<file path="config.mk">
export PLATFORM = sky130hd
export DESIGN_NAME = console_line_editor_buffer
export DESIGN_NICKNAME = d
export VERILOG_FILES = /design/src/rtl/core/cleb_pkg.sv /design/src/rtl/core/console_line_editor_buffer.sv /design/src/rtl/core/cleb_ring.sv
export VERILOG_INCLUDE_DIRS = /design/src /design/src/rtl/core
export SDC_FILE = /design/constraint.sdc
export NUM_CORES = 1
export LEC_CHECK = 0
export BUFFER_PORTS_ARGS = -buffer_cell sky130_fd_sc_hd__buf_2
export CAP_MARGIN = 20
export CORE_MARGIN = 5
export CORE_UTILIZATION = 40
export DETAILED_ROUTE_END_ITERATION = 16
export GPL_ROUTABILITY_DRIVEN = 0
export PLACE_DENSITY_LB_ADDON = 0.08
export SYNTH_ARGS = -nofsm -noshare
export SYNTH_HDL_FRONTEND = slang
export SYNTH_HIERARCHICAL = 1
export SYNTH_SLANG_ARGS = --single-unit
</file>
<file path="constraint.sdc">
create_clock -name clk -period 10.6 [get_ports clk]
set_clock_uncertainty 0.15 [all_clocks]
set_input_delay 1.06 -clock clk [delete_from_list [all_inputs] [get_ports clk]]
set_output_delay 1.06 -clock clk [all_outputs]
set_load 0.1 [all_outputs]
</file>
<file path="src/rtl/core/console_line_editor_buffer_macros.svh">
// Assertion macros shared by the line editor RTL.
`ifndef CONSOLE_LINE_EDITOR_BUFFER_MACROS_SVH
`define CONSOLE_LINE_EDITOR_BUFFER_MACROS_SVH

// Check a property on every clock edge outside reset.
`define CLEB_ASSERT(label, prop, msg) \
  label: assert property (@(posedge clk) disable iff (!rst_n) (prop)) else $error(msg);

// Check a non-overlapping implication outside reset.
`define CLEB_ASSERT_NEXT(label, cond, prop, msg) \
  label: assert property (@(posedge clk) disable iff (!rst_n) (cond) |=> (prop)) \
    else $error(msg);

`endif

</file>
<file path="src/rtl/core/cleb_pkg.sv">
`default_nettype none

package cleb_pkg;

  typedef logic [7:0] char_t;

  // Control keys
  localparam char_t KEY_NUL  = 8'h00;
  localparam char_t KEY_EOF  = 8'h04;
  localparam char_t KEY_BS   = 8'h08;
  localparam char_t KEY_LF   = 8'h0a;
  localparam char_t KEY_CR   = 8'h0d;
  localparam char_t KEY_DUMP = 8'h10;
  localparam char_t KEY_KILL = 8'h15;
  localparam char_t KEY_DEL  = 8'h7f;

  // Largest erase count that fits the result field
  localparam char_t ERASE_MAX = 8'hff;

  // Display action
  localparam logic [1:0] ECHO_NONE  = 2'd0;
  localparam logic [1:0] ECHO_CHAR  = 2'd1;
  localparam logic [1:0] ECHO_ERASE = 2'd2;

  // Read outcome
  localparam logic [1:0] RD_NONE  = 2'd0;
  localparam logic [1:0] RD_DATA  = 2'd1;
  localparam logic [1:0] RD_EOF   = 2'd2;
  localparam logic [1:0] RD_EMPTY = 2'd3;

  // Input item selector
  localparam logic MODE_KEY  = 1'b0;
  localparam logic MODE_READ = 1'b1;

endpackage

`default_nettype wire

</file>
<file path="src/rtl/core/console_line_editor_buffer.sv">
// Each result is registered at its item's transfer.
// Throughput: one item per cycle unless a held result stalls the input; the
// store's registered read port keeps the byte at the read index ready.
// Reset (synchronous, rst_n low): read, commit and edit indices and the
// result valid flag clear; in_tready is held low. The line store is not
// cleared; no clearing pass.
`default_nettype none

module console_line_editor_buffer
  import cleb_pkg::*;
#(
  parameter int BUFFER_DEPTH = 128
) (
  input  wire         clk,
  input  wire         rst_n,

  // Input channel
  input  wire         in_tvalid,
  output logic        in_tready,
  input  wire  [15:0] in_tdata,   // [7:0] key_char, [8] first_of_request, [15:9] zero
  input  wire  [0:0]  in_tuser,   // [0] mode

  // Result channel
  output logic        out_tvalid,
  input  wire         out_tready,
  output logic [31:0] out_tdata,  // [7:0] echo_char, [15:8] erase_count,
                                  // [16] dump_request, [17] wake_reader,
                                  // [25:18] read_byte, [31:26] zero
  output logic [3:0]  out_tuser,  // [1:0] echo_kind, [3:2] read_status
  output logic        out_tlast   // line_end
);

`include "console_line_editor_buffer_macros.svh"

  // Indices run modulo twice the depth so full and empty differ.
  localparam int IDX_MOD = 2 * BUFFER_DEPTH;
  localparam int IW      = $clog2(IDX_MOD);
  localparam int IW1     = IW + 1;
  localparam int AW      = $clog2(BUFFER_DEPTH);

  typedef logic [IW-1:0] idx_t;
  typedef logic [AW-1:0] slot_t;

  function automatic idx_t idx_inc(idx_t a);
    idx_inc = (a == idx_t'(IDX_MOD - 1)) ? '0 : a + idx_t'(1);
  endfunction

  function automatic idx_t idx_dec(idx_t a);
    idx_dec = (a == '0) ? idx_t'(IDX_MOD - 1) : a - idx_t'(1);
  endfunction

  function automatic idx_t idx_diff(idx_t a, idx_t b);
    logic [IW:0] d;
    d = {1'b0, a} - {1'b0, b};
    if (d[IW]) begin
      d = d + IW1'(IDX_MOD);
    end
    idx_diff = d[IW-1:0];
  endfunction

  function automatic slot_t slot_of(idx_t a);
    idx_t s;
    s = (a >= idx_t'(BUFFER_DEPTH)) ? a - idx_t'(BUFFER_DEPTH) : a;
    slot_of = s[AW-1:0];
  endfunction

  // Unpacked input fields
  logic  in_mode;
  char_t in_key;
  logic  in_first;

  assign in_mode  = in_tuser[0];
  assign in_key   = in_tdata[7:0];
  assign in_first = in_tdata[8];

  // Indices
  idx_t rd_r, rd_nxt;
  idx_t cm_r, cm_nxt;
  idx_t ed_r, ed_nxt;

  // Result register
  logic       out_valid_r, out_valid_nxt;
  logic [1:0] echo_kind_r, echo_kind_nxt;
  char_t      echo_char_r, echo_char_nxt;
  char_t      erase_cnt_r, erase_cnt_nxt;
  logic       dump_r, dump_nxt;
  logic       wake_r, wake_nxt;
  logic [1:0] rd_stat_r, rd_stat_nxt;
  char_t      rd_byte_r, rd_byte_nxt;
  logic       line_end_r, line_end_nxt;

  // Store ports
  logic  wr_en;
  char_t wr_data;
  char_t head;     // byte at the read index, registered by the store

  logic  in_xfer;
  idx_t  fill;     // edit - read
  idx_t  line_len; // edit - commit
  idx_t  cfill;    // commit - read
  char_t key;

  // Result slot frees when empty or being taken this cycle; nothing in reset.
  assign in_tready = rst_n && (!out_valid_r || out_tready);
  assign in_xfer   = in_tvalid && in_tready;

  assign fill     = idx_diff(ed_r, rd_r);
  assign line_len = idx_diff(ed_r, cm_r);
  assign cfill    = idx_diff(cm_r, rd_r);

  always_comb begin
    rd_nxt        = rd_r;
    cm_nxt        = cm_r;
    ed_nxt        = ed_r;
    wr_en         = 1'b0;
    key           = (in_key == KEY_CR) ? KEY_LF : in_key;
    wr_data       = key;
    echo_kind_nxt = ECHO_NONE;
    echo_char_nxt = '0;
    erase_cnt_nxt = '0;
    dump_nxt      = 1'b0;
    wake_nxt      = 1'b0;
    rd_stat_nxt   = RD_NONE;
    rd_byte_nxt   = '0;
    line_end_nxt  = 1'b0;

    if (in_xfer) begin
      if (in_mode == MODE_KEY) begin
        if (in_key == KEY_DUMP) begin
          dump_nxt = 1'b1;
        end else if (in_key == KEY_KILL) begin
          // drop the whole uncommitted line
          if (line_len != '0) begin
            echo_kind_nxt = ECHO_ERASE;
            erase_cnt_nxt = (line_len > idx_t'(ERASE_MAX)) ? ERASE_MAX : 8'(line_len);
            ed_nxt        = cm_r;
          end
        end else if (in_key == KEY_BS || in_key == KEY_DEL) begin
          if (ed_r != cm_r) begin
            ed_nxt        = idx_dec(ed_r);
            echo_kind_nxt = ECHO_ERASE;
            erase_cnt_nxt = 8'd1;
          end
        end else if (in_key != KEY_NUL && fill < idx_t'(BUFFER_DEPTH)) begin
          wr_en         = 1'b1;
          ed_nxt        = idx_inc(ed_r);
          echo_kind_nxt = ECHO_CHAR;
          echo_char_nxt = key;
          // newline, EOF or the last free slot closes the line
          if (key == KEY_LF || key == KEY_EOF || fill == idx_t'(BUFFER_DEPTH - 1)) begin
            cm_nxt   = ed_nxt;
            wake_nxt = 1'b1;
          end
        end
      end else begin
        if (rd_r == cm_r) begin
          rd_stat_nxt = RD_EMPTY;
        end else if (head == KEY_EOF) begin
          // EOF stays put unless it opens the request
          if (in_first) begin
            rd_nxt = idx_inc(rd_r);
          end
          rd_stat_nxt = RD_EOF;
        end else begin
          rd_nxt       = idx_inc(rd_r);
          rd_stat_nxt  = RD_DATA;
          rd_byte_nxt  = head;
          line_end_nxt = (head == KEY_LF);
        end
      end
    end
  end

  assign out_valid_nxt = in_xfer || (out_valid_r && !out_tready);

  // Store reads the slot of the next read index, so head follows it.
  cleb_ring #(
    .DEPTH (BUFFER_DEPTH)
  ) u_ring (
    .clk     (clk),
    .wr_en   (wr_en),
    .wr_addr (slot_of(ed_r)),
    .wr_data (wr_data),
    .rd_addr (slot_of(rd_nxt)),
    .rd_data (head)
  );

  always_ff @(posedge clk) begin
    if (!rst_n) begin
      rd_r        <= '0;
      cm_r        <= '0;
      ed_r        <= '0;
      out_valid_r <= 1'b0;
    end else begin
      rd_r        <= rd_nxt;
      cm_r        <= cm_nxt;
      ed_r        <= ed_nxt;
      out_valid_r <= out_valid_nxt;
    end
  end

  // Result payload loads only on an input transfer.
  always_ff @(posedge clk) begin
    if (in_xfer) begin
      echo_kind_r <= echo_kind_nxt;
      echo_char_r <= echo_char_nxt;
      erase_cnt_r <= erase_cnt_nxt;
      dump_r      <= dump_nxt;
      wake_r      <= wake_nxt;
      rd_stat_r   <= rd_stat_nxt;
      rd_byte_r   <= rd_byte_nxt;
      line_end_r  <= line_end_nxt;
    end
  end

  assign out_tvalid = out_valid_r;
  assign out_tdata  = {6'd0, rd_byte_r, wake_r, dump_r, erase_cnt_r, echo_char_r};
  assign out_tuser  = {rd_stat_r, echo_kind_r};
  assign out_tlast  = line_end_r;

  // Ring never holds more than its depth.
  `CLEB_ASSERT(a_fill_bound, fill <= idx_t'(BUFFER_DEPTH),
    "ring fill exceeds depth")

  // Commit index lies between read and edit.
  `CLEB_ASSERT(a_commit_order, cfill <= fill,
    "commit index outside read..edit")

  // Keys never move the read index.
  `CLEB_ASSERT_NEXT(a_key_keeps_read, in_xfer && in_mode == MODE_KEY, $stable(rd_r),
    "key transfer moved read index")

  // Reads never touch the edit line.
  `CLEB_ASSERT_NEXT(a_read_keeps_edit, in_xfer && in_mode == MODE_READ,
    $stable(ed_r) && $stable(cm_r), "read transfer moved commit or edit index")

endmodule

`default_nettype wire

</file>
<file path="src/rtl/core/cleb_ring.sv">
`default_nettype none

// Ring store: one write port, one registered read port.
// A write to the address being read in the same cycle is forwarded.
module cleb_ring
  import cleb_pkg::*;
#(
  parameter int DEPTH = 128
) (
  input  wire                       clk,
  input  wire                       wr_en,
  input  wire  [$clog2(DEPTH)-1:0]  wr_addr,
  input  char_t                     wr_data,
  input  wire  [$clog2(DEPTH)-1:0]  rd_addr,
  output char_t                     rd_data
);

  char_t mem [DEPTH];
  char_t rd_data_r;

  always_ff @(posedge clk) begin
    if (wr_en) begin
      mem[wr_addr] <= wr_data;
    end
  end

  always_ff @(posedge clk) begin
    if (wr_en && (wr_addr == rd_addr)) begin
      rd_data_r <= wr_data;
    end else begin
      rd_data_r <= mem[rd_addr];
    end
  end

  assign rd_data = rd_data_r;

endmodule

`default_nettype wire

</file>
==> Word-level counts from Yosys, hierarchy flattened <==
Memory sizes are Yosys's and may differ from the RTL's. A register that Yosys moved wholly into a read port is not among the register bits.
Cells that the tools add are included.
{ "classes": {"addsub": 9, "multipliers": 0, "div_mod_pow": 0, "magnitude_cmp": 4, "eq_ne": 16, "shifts": 0, "mux": 40, "bitwise_logic": 5, "n_reduce_logical": 20} }
{ "ops": {"columns": ["operator", "count"], "rows": [
  ["8-bit 2-to-1 mux", 19],
  ["8-bit by 1-bit adder with 8-bit output (second input constant)", 4],
  ["8-bit by 4-bit == test with 1-bit output (second input constant)", 4],
  ["8-bit by 8-bit subtractor with 9-bit output", 2],
  ["8-bit by 3-bit == test with 1-bit output (second input constant)", 2],
  ["8-bit by 5-bit == test with 1-bit output (second input constant)", 2],
  ["8-bit by 7-bit == test with 1-bit output (second input constant)", 2],
  ["8-bit == test (second input constant)", 2],
  ["8-bit greater-or-equal comparator (second input constant)", 2],
  ["8-bit nonzero test", 2],
  ["7-bit 2-to-1 mux", 2],
  ["7-bit by 1-bit subtractor with 7-bit output (second input constant)", 2],
  ["1-bit 2-to-1 mux", 13],
  ["2-bit 2-to-1 mux", 6],
  ["8-bit == test", 1],
  ["8-bit greater-than comparator (second input constant)", 1],
  ["8-bit zero test", 1],
  ["8-bit less-than comparator (second input constant)", 1],
  ["8-bit inequality test", 1],
  ["8-bit by 1-bit subtractor with 8-bit output (second input constant)", 1],
  ["7-bit AND reduction", 1],
  ["6-bit AND reduction", 1],
  ["1-bit logical OR", 5],
  ["1-bit NOT", 5],
  ["other kinds (8)", 12]
]} }
{ "word_totals": {"ff_bits": 56, "latchBits": 0, "mem_bits_rw": 1024, "mem_bits_ro": 0, "output_inout_bits": 39, "elab_cells": 107, "n_memories": 1} }
{ "mem_list": {"columns": ["memory", "words", "word_bits", "read_ports", "rd_clocked_by_memory_dff", "wr", "line_no", "rtl"], "rows": [
  ["u_ring.mem", 128, 8, 1, 1, 1, "cleb_ring.sv:18", "char_t mem [DEPTH];"]
]} }

==> Logic depth before layout (Yosys ltp) <==
{ "depth": {"word_depth": 13, "ltp_mapped": 15} }

==> Modules after synthesis <==
Netlist, hierarchy kept.
{ "by_module_without_submodules": {"columns": ["mod", "n_inst", "cells_each", "area_each_um2"], "rows": [
  ["cleb_ring", 1, 1634, 39645.5],
  ["console_line_editor_buffer", 1, 401, 3713.6]
]} }

==> Worst setup path after synthesis <==
Ideal clock, no wire load.
{ "synth_timing": {"path_type": "input-to-reg", "start": "input in_tdata[5]", "end": "memory u_ring/mem[0][0] (netlist name) (data pin)", "arrival_ns": 5.019, "setup_slack_ns": 4.458, "path_stages": 2, "n_path_buf": 0, "cell_sequence": "nor4_1 -> a31oi_1"} }
{ "synth_between": {"elab_chain_cells": 2} }
{ "synth_lines": {"columns": ["item", "line_no", "rtl"], "rows": [
  ["start, declared", "console_line_editor_buffer.sv:20", "input wire [15:0] in_tdata,"],
  ["8-bit by 4-bit == test with 1-bit output", "console_line_editor_buffer.sv:116", "key = (in_key == KEY_CR) ? KEY_LF : in_key;"],
  ["8-bit 2-to-1 mux", "console_line_editor_buffer.sv:116", null],
  ["named net key[0]", "console_line_editor_buffer.sv:101", "char_t key;"],
  ["end, declared", "cleb_ring.sv:18", null]
]} }
The timed path passes the listed nets, and every way through them passes these cells.

==> flow_metrics.tcl <==
set metrics [dict create \
    status "complete, no violations" \
    fin_tns_setup_ns 0 \
    clk_latency_ns 0.69 \
    post-cts-setup-buffers 0 \
    critical_path_class "flip-flop to flip-flop" \
    async_flop_share_pct 0 \
    crit_top_cell "mux4_2" \
    yosysUniqueCellTypes 63 \
    fin_crit_ns 5.83 \
    hold_buffers 0 \
    combPwrFrac_pct 4.1 \
    die_w_um 339 \
    drt-met1-wl_mm 45.6 \
    die-height_um 339 \
    endpoint_kind "flip-flop" \
    top_layer "met4" \
    design_area_um2 49100 \
    internal_power_uw 7270 \
    final_nets 2164 \
    portBuffers 46 \
    power_frac_seq_pct 51.5 \
    first_iter_violations 1686 \
    cp.required_ns 11.03 \
    synth_seq_area_share_pct 74.5 \
    grt_antenna_before_repair 7 \
    syn-cell-area_um2 43400 \
    synth-main-ff-cell "edfxtp_1" \
    finalPower_uw 9210 \
    hold_path_class "flip-flop to flip-flop" \
    critPathMaxFanout 33 \
    grt_max_degree 100 \
    nFillCells 8935 \
    p_sw_share_pct 21.0 \
    worstPathArrival_ns 6.26 \
    rsz0062_at_grt "no" \
    slowest_stage "dfxtp_4" \
    startpoint_type "flip-flop" \
    syn_to_final_growth_pct 13.2 \
    htree_num_levels 3 \
    multi_input_area_um2 10500 \
    yosysWarningCount 6 \
    slowest_delay_ns 0.67 \
    ir_drop_v 0.000124 \
    cts_tree "done" \
    grt_pass1_wl_mm 154 \
    wirelength_mm 107 \
    switchingPower_uw 1930 \
    cts_root_buf "clkbuf_16" \
    worstReg2RegEnd "rd_r[0]" \
    fin_util_pct 45.7 \
    cp_cell_sequence "buf_4 -> buf_4 -> mux4_2 -> mux4_2 -> mux4_2 -> mux2_2 -> nor4_1 -> and4b_1 -> nand2b_1 -> nand4b_1 -> nor2_1 -> mux2_2 -> and2_1" \
    pin_count 60 \
    timing.hold.ws_ns 0.345 \
    drv_slew 0 \
    r2r_slack_ns 4.77 \
    start_util_pct 40.4 \
    grt_pass1_vias 21200 \
    grt_overflow 0 \
    wl_met2_mm 52.1 \
    clockBufferDepth 3 \
    finalHoldViolCount 0 \
    drc 0 \
    cts_made_buffers 115 \
    via_per_inst 5.65 \
    rr_worst_depth 13 \
    wire_per_inst_um 29.5 \
    dr_total_vias 20500 \
    ys_ff_latch 1087 \
    clock_sinks 1087 \
    drtPass1Iterations 5 \
    p_per_area_nw_per_um2 188 \
    worst_pin_slew_ns 1.15 \
    synth_edf_count 1055 \
    syn_area_per_cell_um2 21.3 \
    leakage_uw 0.0146 \
    path_clk_slew_ns 0.06 \
    placement.cell_area_um2 45200 \
    rows 120 \
    cts_resized 0 \
    setup_viol 0 \
    grt_usage_pct 18.4 \
    seq_area_um2 32300 \
    maxSlewHeadroom_pct 22.9 \
    min_to "out_tvalid" \
    hpwl_mm 64.6 \
    min_path_cells 2 \
    power.share.clock_pct 44.5 \
    final.period_utilization_pct 55.0 \
    fmax_mhz 172 \
    netlist_instances 2035 \
    drive_gt1_share_pct 28.0 \
    core_area_um2 107000 \
    postRouteAntennaNets 0 \
    die-area_um2 115000 \
    worstHoldStart "out_tvalid" \
    dr_wl_met3_mm 6.05 \
    drv_cap 0 \
]
stage by stage:
step,cells,setup slack (ns)
2_1_floorplan,2040,4.46
3_3_place_gp,3409,4.67
3_5_place_dp,3409,4.65
4_1_cts,3625,4.64
5_1_grt,3625,4.38
6_report,3627,4.77
layout by cell type, fill, tap and decap left out, types with 16 or more instances in the layout:
| cell | synthesis | routed |
|---|---|---|
| edfxtp_1 | 1055 | 1055 |
| nand3_1 | 28 | 24 |
| nor2_1 | 149 | 149 |
| clkinv_1 | 0 | 27 |
| buf_2 | 17 | 41 |
| clkinv_2 | 0 | 19 |
| buf_4 | 19 | 41 |
| a21oi_1 | 21 | 21 |
| xnor2_1 | 21 | 21 |
| nor3_1 | 20 | 16 |
| nor2b_1 | 16 | 16 |
| mux4_2 | 336 | 336 |
| dfxtp_1 | 32 | 28 |
| and2_1 | 19 | 19 |
| clkbuf_16 | 0 | 117 |
| nand2_1 | 34 | 33 |
| ha_1 | 18 | 18 |
| inv_1 | 23 | 23 |
| bufinv_16 | 0 | 18 |
| clkbuf_1 | 60 | 26 |
Yosys cell counts (3+ instances only):
library cell	n	area share, %
a221oi_1	6	0.12
a21o_1	4	0.069
inv_1	23	0.20
nand4_1	9	0.13
dfxtp_1	32	1.5
nand3_1	28	0.32
xor2_1	9	0.18
nand2b_1	7	0.10
buf_2	17	0.20
or3_1	5	0.072
nor3b_1	3	0.052
and2_1	19	0.27
nor2b_1	16	0.23
and3_1	15	0.22
buf_4	19	0.33
nand2_1	34	0.29
mux2_2	10	0.26
nor3_1	20	0.23
clkbuf_1	60	0.52
buf_6	4	0.10
a311oi_1	9	0.18
nor2_1	149	1.3
xnor2_1	21	0.42
or2_2	3	0.043
o21ai_0	15	0.17
nor4_1	3	0.043
nand3b_1	3	0.052
buf_1	20	0.17
a211oi_1	3	0.052
edfxtp_1	1055	73
a21oi_1	21	0.24
ha_1	18	0.52
mux4_2	336	17
o31ai_1	6	0.10
critical path, delay by kind of cell, from the launching register on:
kind | cells | cell delay (ns)
and+or+nand+nor | 6 | 1.35
muxes | 5 | 2.34
DFF | 1 | 0.67
buffers and inverters | 2 | 1.14
sequential cells by signal (all words and copies together), names as in the netlist, named ones only:
name / cells
out_tlast: 1
wake_r: 1
ed_r: 8
out_tvalid: 1
echo_char_r: 8
echo_kind_r: 2
dump_r: 1
cm_r: 8
rd_stat_r: 2
erase_cnt_r: 8
rd_r: 8
u_ring/mem: 1024
rd_byte_r: 8
cell type report:
cell class / count / share of cell area, %
clock inverter: 73 / 1.68
timing repair buffer: 86 / 1.21
antenna: 2 / 0.0102
multi-input combinational: 810 / 21.3
sequential: 1087 / 65.9
clock buffer: 143 / 6.16
inverter: 23 / 0.176
tap: 1403 / 3.58
power by group through the flow:
stage | sequential [uW] | combinational (uW) | clock, uW
6_report | 4740 | 375 | 4100
5_1_grt | 4740 | 405 | 4380
4_1_cts | 4740 | 379 | 4210
3_5_place_dp | 4830 | 378 | 0
3_3_place_gp | 4830 | 369 | 0
2_1_floorplan | 4880 | 210 | 0
cells by family (layout without fill, tap and decap cells):
family          count (synthesis)  count (layout)  synth area share (%)
compound gates                 84              84                  1.43
xor+xnor                       30              30                 0.606
fa+ha+maj                      20              20                 0.612
buf+inv                       143             325                  1.52
flops                        1087            1087                  74.5
mux                           347             347                  17.7
other cells                     1               8               0.00865
simple gates                  323             323                  3.55
layer usage:
layer  vias to the layer above  global-route usage (%)
met1                     11100                    25.3
met3                       158                    3.71
met2                       571                    30.4
met5                         -                       0
met4                         0                    5.17
li1                       8665                       -
worst max path at each step:
stage,startpoint,to,slack [ns],depth (start not counted)
2_1_floorplan,in_tdata[5],u_ring/mem[0][0],4.46,2
3_3_place_gp,flip-flop,rd_r[0],4.67,13
3_5_place_dp,flip-flop,rd_r[0],4.65,13
4_1_cts,flip-flop,rd_r[0],4.64,13
5_1_grt,flip-flop,rd_r[0],4.38,13
6_report,flip-flop,rd_r[0],4.77,13
(Power assumes the default switching activity.)
